File: src/rtl/grb_pkg.sv
// shared types and constants of the grid region box check
// no dependencies; imported by every module of the block
package grb_pkg;

  localparam int COORD_W     = 10;
  localparam int CNT_W       = 31;
  localparam int MARKER_W    = 8;
  localparam int CFG_SIZE_W  = 11;
  localparam int DIM_W       = COORD_W + 1;
  localparam int PROD_W      = 2 * DIM_W;
  localparam int VOL_W       = 3 * DIM_W;
  localparam int QUEUE_DEPTH = 4;
  localparam int QPTR_W      = 2;
  localparam int OUT_DATA_W  = 64;

  // register indexes on the configuration port
  localparam logic [2:0] REG_CELLS_X    = 3'd0;
  localparam logic [2:0] REG_CELLS_Y    = 3'd1;
  localparam logic [2:0] REG_CELLS_Z    = 3'd2;
  localparam logic [2:0] REG_RANGE_LOW  = 3'd3;
  localparam logic [2:0] REG_RANGE_HIGH = 3'd4;

  localparam logic [CNT_W-1:0]   COUNT_MAX   = {CNT_W{1'b1}};
  localparam logic [COORD_W-1:0] COORD_ONES  = {COORD_W{1'b1}};

  typedef logic [COORD_W-1:0] coord_t;

  // one classified cell, as it sits in the queue
  typedef struct packed {
    logic             in_range;
    logic             last;
    coord_t [2:0]     pos;
  } cell_t;

  // finished bounding box of one grid
  typedef struct packed {
    logic             found;
    logic [CNT_W-1:0] count;
    coord_t [2:0]     lo;
    coord_t [2:0]     hi;
  } box_t;

  typedef enum logic [1:0] {
    RES_IDLE,
    RES_MUL1,
    RES_MUL2,
    RES_SEND
  } res_state_t;

endpackage

File: src/rtl/grb_front.sv
// front end: accepts cells, classifies the marker and tracks raster position
// depends on grb_pkg
module grb_front
  import grb_pkg::*;
#(
  parameter int MAX_AXIS_CELLS = 1024
) (
  input  logic                  clk,
  input  logic                  rst_n,
  input  logic                  in_valid,
  output logic                  in_ready,
  input  logic [MARKER_W-1:0]   marker,
  input  logic                  last,
  input  logic [CFG_SIZE_W-1:0] cells_x,
  input  logic [CFG_SIZE_W-1:0] cells_y,
  input  logic [CFG_SIZE_W-1:0] cells_z,
  input  logic [MARKER_W-1:0]   range_low,
  input  logic [MARKER_W-1:0]   range_high,
  input  logic                  q_full,
  output logic                  q_push,
  output cell_t                 q_data
);

  localparam int POS_W = $clog2(MAX_AXIS_CELLS);
  localparam int SZ_W  = (POS_W + 1 > CFG_SIZE_W) ? POS_W + 1 : CFG_SIZE_W;
  localparam logic [SZ_W-1:0] MaxSize = SZ_W'(MAX_AXIS_CELLS);

  function automatic logic [SZ_W-1:0] eff_size(logic [CFG_SIZE_W-1:0] n);
    logic [SZ_W-1:0] w;
    w = SZ_W'(n);
    if (n == '0) begin
      return SZ_W'(1);
    end
    if (w > MaxSize) begin
      return MaxSize;
    end
    return w;
  endfunction

  logic [POS_W-1:0] pos_x_r, pos_y_r, pos_z_r;
  logic [POS_W-1:0] pos_x_nxt, pos_y_nxt, pos_z_nxt;
  logic [POS_W:0]   x_inc, y_inc, z_inc;
  logic             wrap_x, wrap_y, wrap_z;

  assign in_ready = !q_full;
  assign q_push   = in_valid && !q_full;

  assign q_data.in_range = (marker >= range_low) && (marker <= range_high);
  assign q_data.last     = last;
  assign q_data.pos[0]   = COORD_W'(pos_x_r);
  assign q_data.pos[1]   = COORD_W'(pos_y_r);
  assign q_data.pos[2]   = COORD_W'(pos_z_r);

  assign x_inc  = {1'b0, pos_x_r} + 1'b1;
  assign y_inc  = {1'b0, pos_y_r} + 1'b1;
  assign z_inc  = {1'b0, pos_z_r} + 1'b1;
  assign wrap_x = SZ_W'(x_inc) >= eff_size(cells_x);
  assign wrap_y = SZ_W'(y_inc) >= eff_size(cells_y);
  assign wrap_z = SZ_W'(z_inc) >= eff_size(cells_z);

  always_comb begin
    pos_x_nxt = pos_x_r;
    pos_y_nxt = pos_y_r;
    pos_z_nxt = pos_z_r;
    if (q_push) begin
      if (last) begin
        pos_x_nxt = '0;
        pos_y_nxt = '0;
        pos_z_nxt = '0;
      end else if (!wrap_x) begin
        pos_x_nxt = x_inc[POS_W-1:0];
      end else begin
        pos_x_nxt = '0;
        if (!wrap_y) begin
          pos_y_nxt = y_inc[POS_W-1:0];
        end else begin
          pos_y_nxt = '0;
          pos_z_nxt = wrap_z ? '0 : z_inc[POS_W-1:0];
        end
      end
    end
  end

  always_ff @(posedge clk) begin
    if (!rst_n) begin
      pos_x_r <= '0;
      pos_y_r <= '0;
      pos_z_r <= '0;
    end else begin
      pos_x_r <= pos_x_nxt;
      pos_y_r <= pos_y_nxt;
      pos_z_r <= pos_z_nxt;
    end
  end

endmodule

File: src/rtl/grb_queue.sv
// short show-ahead queue of classified cells between front and back
// depends on grb_pkg
module grb_queue
  import grb_pkg::*;
(
  input  logic  clk,
  input  logic  rst_n,
  input  logic  push,
  input  cell_t push_data,
  input  logic  pop,
  output logic  full,
  output logic  not_empty,
  output cell_t pop_data
);

  cell_t             slot_r [QUEUE_DEPTH];
  logic [QPTR_W-1:0] wr_ptr_r, rd_ptr_r;
  logic [QPTR_W:0]   count_r;

  assign full      = count_r == (QPTR_W + 1)'(QUEUE_DEPTH);
  assign not_empty = count_r != '0;
  assign pop_data  = slot_r[rd_ptr_r];

  always_ff @(posedge clk) begin
    if (push) begin
      slot_r[wr_ptr_r] <= push_data;
    end
  end

  always_ff @(posedge clk) begin
    if (!rst_n) begin
      wr_ptr_r <= '0;
      rd_ptr_r <= '0;
      count_r  <= '0;
    end else begin
      if (push) begin
        wr_ptr_r <= wr_ptr_r + 1'b1;
      end
      if (pop) begin
        rd_ptr_r <= rd_ptr_r + 1'b1;
      end
      unique case ({push, pop})
        2'b10:   count_r <= count_r + 1'b1;
        2'b01:   count_r <= count_r - 1'b1;
        default: count_r <= count_r;
      endcase
    end
  end

endmodule

File: src/rtl/grb_accum.sv
// back end: running min/max corners and saturating in-range count per grid
// depends on grb_pkg; hands the finished box to grb_result
module grb_accum
  import grb_pkg::*;
(
  input  logic  clk,
  input  logic  rst_n,
  input  logic  q_valid,
  input  cell_t q_data,
  output logic  q_pop,
  output logic  box_valid,
  input  logic  box_ready,
  output box_t  box
);

  coord_t [2:0]     lo_r, hi_r, lo_upd, hi_upd, lo_nxt, hi_nxt;
  logic             found_r, found_upd, found_nxt;
  logic [CNT_W-1:0] count_r, count_upd, count_nxt;
  logic             box_valid_r, box_valid_nxt;
  box_t             box_r, box_nxt;

  // a last cell waits until the box slot is free
  assign q_pop     = q_valid && (!q_data.last || !box_valid_r || box_ready);
  assign box_valid = box_valid_r;
  assign box       = box_r;

  always_comb begin
    lo_upd    = lo_r;
    hi_upd    = hi_r;
    found_upd = found_r;
    count_upd = count_r;
    if (q_data.in_range) begin
      for (int i = 0; i < 3; i++) begin
        if (!found_r || q_data.pos[i] < lo_r[i]) begin
          lo_upd[i] = q_data.pos[i];
        end
        if (!found_r || q_data.pos[i] > hi_r[i]) begin
          hi_upd[i] = q_data.pos[i];
        end
      end
      found_upd = 1'b1;
      if (count_r != COUNT_MAX) begin
        count_upd = count_r + 1'b1;
      end
    end
  end

  always_comb begin
    lo_nxt        = lo_r;
    hi_nxt        = hi_r;
    found_nxt     = found_r;
    count_nxt     = count_r;
    box_nxt       = box_r;
    box_valid_nxt = box_valid_r && !box_ready;
    if (q_pop) begin
      if (q_data.last) begin
        box_nxt.found = found_upd;
        box_nxt.count = count_upd;
        box_nxt.lo    = lo_upd;
        box_nxt.hi    = hi_upd;
        box_valid_nxt = 1'b1;
        lo_nxt        = {3{COORD_ONES}};
        hi_nxt        = '0;
        found_nxt     = 1'b0;
        count_nxt     = '0;
      end else begin
        lo_nxt    = lo_upd;
        hi_nxt    = hi_upd;
        found_nxt = found_upd;
        count_nxt = count_upd;
      end
    end
  end

  always_ff @(posedge clk) begin
    box_r <= box_nxt;
  end

  always_ff @(posedge clk) begin
    if (!rst_n) begin
      lo_r        <= {3{COORD_ONES}};
      hi_r        <= '0;
      found_r     <= 1'b0;
      count_r     <= '0;
      box_valid_r <= 1'b0;
    end else begin
      lo_r        <= lo_nxt;
      hi_r        <= hi_nxt;
      found_r     <= found_nxt;
      count_r     <= count_nxt;
      box_valid_r <= box_valid_nxt;
    end
  end

endmodule

File: src/rtl/grb_result.sv
// result stage: box volume over two multiply steps, then the output register
// depends on grb_pkg; fed by grb_accum
module grb_result
  import grb_pkg::*;
(
  input  logic                  clk,
  input  logic                  rst_n,
  input  logic                  box_valid,
  output logic                  box_ready,
  input  box_t                  box,
  output logic                  out_valid,
  input  logic                  out_ready,
  output logic [OUT_DATA_W-1:0] out_data
);

  res_state_t        state_r, state_nxt;
  box_t              box_r;
  logic [PROD_W-1:0] prod_r;
  logic [VOL_W-1:0]  vol_r;
  logic [DIM_W-1:0]  dim [3];
  logic              strippable;
  coord_t [2:0]      lo_out, hi_out;

  always_comb begin
    for (int i = 0; i < 3; i++) begin
      dim[i] = {1'b0, box_r.hi[i]} - {1'b0, box_r.lo[i]} + 1'b1;
    end
  end

  // next state
  always_comb begin
    state_nxt = state_r;
    unique case (state_r)
      RES_IDLE: if (box_valid) state_nxt = RES_MUL1;
      RES_MUL1: state_nxt = RES_MUL2;
      RES_MUL2: state_nxt = RES_SEND;
      RES_SEND: if (out_ready) state_nxt = RES_IDLE;
      default:  state_nxt = RES_IDLE;
    endcase
  end

  // outputs
  always_comb begin
    box_ready  = state_r == RES_IDLE;
    out_valid  = state_r == RES_SEND;
    strippable = box_r.found && ((VOL_W)'(box_r.count) == vol_r);
    for (int i = 0; i < 3; i++) begin
      lo_out[i] = box_r.found ? box_r.lo[i] : '0;
      hi_out[i] = box_r.found ? box_r.hi[i] : '0;
    end
    out_data = {2'b00, hi_out[2], hi_out[1], hi_out[0],
                lo_out[2], lo_out[1], lo_out[0], box_r.found, strippable};
  end

  always_ff @(posedge clk) begin
    if (state_r == RES_IDLE && box_valid) begin
      box_r <= box;
    end
    if (state_r == RES_MUL1) begin
      prod_r <= PROD_W'(dim[0]) * PROD_W'(dim[1]);
    end
    if (state_r == RES_MUL2) begin
      vol_r <= VOL_W'(prod_r) * VOL_W'(dim[2]);
    end
  end

  always_ff @(posedge clk) begin
    if (!rst_n) begin
      state_r <= RES_IDLE;
    end else begin
      state_r <= state_nxt;
    end
  end

endmodule

File: src/rtl/grid_region_box_check.sv
// grid region box check top level: config registers, front, queue, back, result
// depends on grb_pkg, grb_front, grb_queue, grb_accum, grb_result
// last cell to result valid: queue, box register, RES_MUL1, RES_MUL2, RES_SEND
// throughput: one cell per cycle while the queue is not full; the result stage holds
//   one grid until its output is taken, and the next box waits in the box register
// reset: synchronous active-low rst_n clears positions, corners, count, queue and
//   output valid; sizes return to 1 and both range bounds to 0
module grid_region_box_check
  import grb_pkg::*;
#(
  parameter int MAX_AXIS_CELLS = 1024
) (
  input  logic                  clk,
  input  logic                  rst_n,
  // input channel
  input  logic                  in_tvalid,
  output logic                  in_tready,
  input  logic [MARKER_W-1:0]   in_tdata,   // [7:0] marker
  input  logic                  in_tlast,   // last cell of the grid
  // result channel
  output logic                  out_tvalid,
  input  logic                  out_tready,
  // [0] strippable, [1] any_in_range, [11:2] box_min_x, [21:12] box_min_y,
  // [31:22] box_min_z, [41:32] box_max_x, [51:42] box_max_y, [61:52] box_max_z,
  // [63:62] zero
  output logic [OUT_DATA_W-1:0] out_tdata,
  // configuration port
  input  logic                  cfg_psel,
  input  logic                  cfg_penable,
  input  logic                  cfg_pwrite,
  input  logic [4:0]            cfg_paddr,
  input  logic [31:0]           cfg_pwdata,
  output logic [31:0]           cfg_prdata,
  output logic                  cfg_pready
);

  // configuration registers
  logic [CFG_SIZE_W-1:0] cells_x_r, cells_y_r, cells_z_r;
  logic [MARKER_W-1:0]   range_low_r, range_high_r;
  logic                  cfg_wr;
  logic [2:0]            cfg_idx;

  // front to queue, queue to back, back to result
  logic  q_push, q_pop, q_full, q_not_empty;
  cell_t q_in, q_out;
  logic  box_valid, box_ready;
  box_t  box;

  assign cfg_pready = 1'b1;
  assign cfg_wr     = cfg_psel && cfg_penable && cfg_pwrite && cfg_pready;
  assign cfg_idx    = cfg_paddr[4:2];

  // register file write, one register per word
  always_ff @(posedge clk) begin
    if (!rst_n) begin
      cells_x_r    <= CFG_SIZE_W'(1);
      cells_y_r    <= CFG_SIZE_W'(1);
      cells_z_r    <= CFG_SIZE_W'(1);
      range_low_r  <= '0;
      range_high_r <= '0;
    end else if (cfg_wr) begin
      unique case (cfg_idx)
        REG_CELLS_X:    cells_x_r    <= cfg_pwdata[CFG_SIZE_W-1:0];
        REG_CELLS_Y:    cells_y_r    <= cfg_pwdata[CFG_SIZE_W-1:0];
        REG_CELLS_Z:    cells_z_r    <= cfg_pwdata[CFG_SIZE_W-1:0];
        REG_RANGE_LOW:  range_low_r  <= cfg_pwdata[MARKER_W-1:0];
        REG_RANGE_HIGH: range_high_r <= cfg_pwdata[MARKER_W-1:0];
        default:        ;
      endcase
    end
  end

  // read mux, addresses past the list read as zero
  always_comb begin
    unique case (cfg_idx)
      REG_CELLS_X:    cfg_prdata = 32'(cells_x_r);
      REG_CELLS_Y:    cfg_prdata = 32'(cells_y_r);
      REG_CELLS_Z:    cfg_prdata = 32'(cells_z_r);
      REG_RANGE_LOW:  cfg_prdata = 32'(range_low_r);
      REG_RANGE_HIGH: cfg_prdata = 32'(range_high_r);
      default:        cfg_prdata = '0;
    endcase
  end

  // front: takes cells, tags in-range and raster position
  grb_front #(
    .MAX_AXIS_CELLS (MAX_AXIS_CELLS)
  ) u_front (
    .clk        (clk),
    .rst_n      (rst_n),
    .in_valid   (in_tvalid),
    .in_ready   (in_tready),
    .marker     (in_tdata),
    .last       (in_tlast),
    .cells_x    (cells_x_r),
    .cells_y    (cells_y_r),
    .cells_z    (cells_z_r),
    .range_low  (range_low_r),
    .range_high (range_high_r),
    .q_full     (q_full),
    .q_push     (q_push),
    .q_data     (q_in)
  );

  // queue decouples the front from a back end stalled on a full result stage
  grb_queue u_queue (
    .clk       (clk),
    .rst_n     (rst_n),
    .push      (q_push),
    .push_data (q_in),
    .pop       (q_pop),
    .full      (q_full),
    .not_empty (q_not_empty),
    .pop_data  (q_out)
  );

  // back: per-grid corners and count
  grb_accum u_accum (
    .clk       (clk),
    .rst_n     (rst_n),
    .q_valid   (q_not_empty),
    .q_data    (q_out),
    .q_pop     (q_pop),
    .box_valid (box_valid),
    .box_ready (box_ready),
    .box       (box)
  );

  // result: volume product, count compare and output register
  grb_result u_result (
    .clk       (clk),
    .rst_n     (rst_n),
    .box_valid (box_valid),
    .box_ready (box_ready),
    .box       (box),
    .out_valid (out_tvalid),
    .out_ready (out_tready),
    .out_data  (out_tdata)
  );

  // a strippable region always has at least one in-range cell
  assert property (@(posedge clk) disable iff (!rst_n)
    out_tvalid |-> (!out_tdata[0] || out_tdata[1]))
    else $error("strippable without any in-range cell");

  // box corners are ordered whenever a box exists
  assert property (@(posedge clk) disable iff (!rst_n)
    (out_tvalid && out_tdata[1]) |->
      (out_tdata[11:2] <= out_tdata[41:32]) &&
      (out_tdata[21:12] <= out_tdata[51:42]) &&
      (out_tdata[31:22] <= out_tdata[61:52]))
    else $error("box minimum above maximum");

  // empty result reports an all-zero box
  assert property (@(posedge clk) disable iff (!rst_n)
    (out_tvalid && !out_tdata[1]) |-> (out_tdata[63:2] == '0))
    else $error("empty result with nonzero box");

endmodule
File: config.mk
export PLATFORM = sky130hd
export DESIGN_NAME = grid_region_box_check
export DESIGN_NICKNAME = d
export VERILOG_FILES = /design/src/rtl/grb_pkg.sv /design/src/rtl/grb_front.sv /design/src/rtl/grb_queue.sv /design/src/rtl/grb_accum.sv /design/src/rtl/grb_result.sv /design/src/rtl/grid_region_box_check.sv
export SDC_FILE = /design/constraint.sdc
export NUM_CORES = 2
export LEC_CHECK = 0
export BUFFER_PORTS_ARGS = -buffer_cell sky130_fd_sc_hd__buf_2
export CAP_MARGIN = 20
export CORE_MARGIN = 8
export CORE_UTILIZATION = 55
export DETAILED_ROUTE_END_ITERATION = 7
export HOLD_SLACK_MARGIN = 0.02
export PLACE_DENSITY = 0.82
export SYNTH_ARGS = -nofsm -noshare
export SYNTH_HDL_FRONTEND = slang
export SYNTH_SLANG_ARGS = --single-unit
File: constraint.sdc
create_clock -name clk -period 9.6 [get_ports clk]
set_input_delay 1.44 -clock clk [delete_from_list [all_inputs] [get_ports clk]]
set_output_delay 1.44 -clock clk [all_outputs]
set_load 0.02 [all_outputs]
==> PnR_summary.wiki <==
{| class="wikitable"
! Metric !! Value
|-
| Worst r2r path cells || 28
|-
| Synthesized flop and latch total || 550
|-
| Async set or reset register ratio after synthesis || 0
|-
| Number of buffers added on ports || 104
|-
| Largest clock skew in the final design || 40.4 ps
|-
| Post-cts hold buffer count || 0
|-
| CP Data Arrival Time || 8720 ps
|-
| Total Nets Final || 4221
|-
| Routability cong. || 0.891
|-
| Met2 Use GR || 0.369
|-
| Number of clock sinks || 550
|-
| Distinct cells, synth || 83
|-
| Placed Area || 39000 um^2
|-
| Mean routed wirelength per cell || 18.2 um
|-
| Total CTS buffers || 56
|-
| Die Width || 278 um
|-
| CP Class || flop to flop
|-
| Met3 routing resource usage after global routing || 0.0296
|-
| Worst skew pair latency || 620 ps
|-
| Maximum number of pins on one net before global-route repair || 82
|-
| Area share of the largest cell type after synthesis || 0.291
|-
| Setup repair after global routing missed its margin || no
|-
| Required time at the worst-slack endpoint || 9980 ps
|-
| Final setup fails || 0
|-
| Crit-path leading delay family || adder cells
|-
| Run status || finished clean
|-
| Detailed-route wire length || 82400 um
|-
| Crit path capture type || flop
|-
| Detailed placement HPWL || 60300 um
|-
| Fin Hold WS || 397 ps
|-
| I/O pin total || 152
|-
| Number of synthesized flops with an enable pin || 367
|-
| Commonest cells in the netlist || inv_1 (440), nand2_1 (389), edfxtp_1 (367), ha_1 (307), fa_1 (263)
|-
| Core outline area || 68300 um^2
|-
| Most used flip-flop cell after synthesis || edfxtp_1
|-
| Vias in the first global route || 26760
|-
| Share of layout cells above drive strength 1 || 0.0897
|-
| Fin crit period || 8350 ps
|-
| Slew @ Worst Pin || 1110 ps
|-
| Count of TritonRoute iterations in the first routing pass || 5
|-
| Worst-path clk slew || 60 ps
|-
| Post-DR vias/cell || 5.70
|-
| Full die area || 77400 um^2
|-
| Slowest cell on the critical path || xor2_1
|-
| Slew Viols, Final || 0
|-
| Synthesis Warnings || 0
|-
| Number of antenna violations at the first check in global routing || 2
|-
| Worst Hold Class || flop to flop
|-
| Instance count of the mapped netlist || 3560
|-
| Most used routing layer in global routing || met2
|-
| CTS HTree Levels || 2
|-
| Met1 layer usage reported by global route || 0.270
|-
| Layout filler cell count || 5352
|-
| Number of standard-cell rows in the floorplan || 96
|-
| Startpoint type of the worst setup path || flop
|-
| Buffer and inverter count on the worst path || 5
|-
| Crit. path cell count || 28
|-
| Biggest fanout along the worst timing path || 11
|-
| TritonCTS clock tree || done
|-
| Average cell area after synthesis || 10.6 um^2
|-
| Most repeated cell in the gate-level netlist after synthesis || inv_1
|-
| Dominant cells by area after synthesis || edfxtp_1 (29%), fa_1 (14%), ha_1 (10%)
|-
| Effective utilization at floorplan || 0.554
|-
| Remaining Overflow, GRT || 0
|-
| MaxCap Viol Count || 0
|-
| Share of the clock period used by the worst path || 0.870
|-
| Global routing usage summed across all routing layers || 0.212
|-
| Cell type with the largest total area after synthesis || edfxtp_1
|-
| Accumulated negative setup slack || 0 ps
|-
| CTS root buffer || clkbuf_16
|-
| Synth Cell Area || 37800 um^2
|-
| Post-CTS Resized || 0
|-
| Count of routing violations after the opening detailed-route iteration || 1929
|-
| Final std cell area, no fill || 41000 um^2
|-
| Hold Path Cell Cnt || 0
|-
| Die Height || 278 um
|-
| Total via count in the routed design || 25791
|-
| Growth of design area from synthesis to finish || 8.33%
|-
| Number of post-CTS setup repair buffers || 0
|-
| Timing-limited maximum frequency || 0.120 GHz
|-
| Headroom to the max-slew limit || 0.253
|-
| Slowest cell delay on critical path || 700 ps
|-
| Post-synthesis sequential area ratio || 0.388
|-
| Remaining design rule violation count || 0
|-
| Wire length of the first global-routing pass || 136000 um
|-
| Post-DRT Antenna Nets || 0
|-
| Max Root-Sink Buffers || 3
|-
| Count of final hold-check violations || 0
|}
==> routing by layer <==
metal  wire [um]  vias to the layer above
met5           0                        -
met4        2810                        0
met3        4600                      192
met2       40600                      831
met1       34300                    12682
li1            -                    12086
==> stage by stage <==
step | setup slack, ps | instances | utilization
finish | 1250 | 4528 | 0.600
global route | 764 | 4528 | 0.600
floorplan | 2300 | 3582 | -
detailed placement | 1320 | 4414 | 0.570
global placement | 1460 | 4412 | 0.570
CTS | 1300 | 4519 | 0.598
==> worst register-to-register path, delay by kind of cell, from the launching register on <==
kind                       cells  cell delay [ps]
AOI/OAI and AO/OA             11             2620
xor gates and xnor gates       2              780
adders and majority gates      8             3680
buffers and inverters          5              260
DFF                            1              390
and+or+nand+nor                2              380
==> cells in the final DEF (no fill, tap or decap), types with 76 or more instances in the layout <==
master / instances
nand2_1: 389
o21ai_0: 135
nor2b_1: 76
ha_1: 307
buf_2: 103
edfxtp_1: 367
xnor2_1: 85
dfxtp_1: 182
a21oi_1: 124
inv_1: 439
and2_1: 214
fa_1: 263
==> path summary, 6_finish.rpt <==
| check | from | endpoint | slack, ps |
|---|---|---|---|
| min | u_accum.box[88] | u_result.box_r[88] | 400 |
| min reg2reg | u_accum.box[88] | u_result.box_r[88] | 400 |
| max | u_result.box_r[12] | u_result.prod_r[20] | 1250 |
| max reg2reg | u_result.box_r[12] | u_result.prod_r[20] | 1250 |
==> area by class of cell <==
| type | count | area (um^2) | area share |
|---|---|---|---|
| sequential | 550 | 14700 | 0.358 |
| clock buffer | 72 | 1550 | 0.0379 |
| multi-input combinational | 2403 | 20700 | 0.506 |
| timing repair buffer | 145 | 872 | 0.0213 |
| antenna | 1 | 2.50 | 0.0000610 |
| inverter | 442 | 1660 | 0.0405 |
| clock inverter | 33 | 387 | 0.00943 |
| tap | 882 | 1100 | 0.0269 |
==> sequential cells by signal, summed over array words and instances (netlist names), 2 cells and up, named ones only <==
| signal | cells |
|---|---|
| cells_y_r | 11 |
| u_front.pos_x_r | 10 |
| u_queue.wr_ptr_r | 2 |
| u_result.prod_r | 22 |
| u_front.pos_y_r | 10 |
| u_front.pos_z_r | 10 |
| u_queue.rd_ptr_r | 2 |
| cells_x_r | 11 |
| u_result.box_r | 91 |
| range_low_r | 8 |
| cells_z_r | 11 |
| u_accum.box | 92 |
| u_result.vol_r | 33 |
| u_accum.hi_r | 30 |
| u_result.state_r | 2 |
| u_queue.slot_r | 128 |
| u_accum.lo_r | 30 |
| u_queue.count_r | 3 |
| u_accum.count_r | 31 |
| range_high_r | 8 |
==> cells by family (layout without fill, tap and decap cells) <==
family                     after synthesis  count (layout)  synth area share
and+or+nand+nor                       1014            1014             0.138
buffers and inverters                  629             692            0.0667
adders and majority gates              570             570             0.241
DFF                                    550             550             0.388
AOI/OAI and AO/OA                      526             526            0.0891
xor gates and xnor gates               155             155            0.0361
muxes                                  114             114            0.0415
other                                    2              25          0.000198
Power is left out: the tool's default activity adds up to more than one toggle a clock period on the data nets, which glitch-free logic cannot reach.
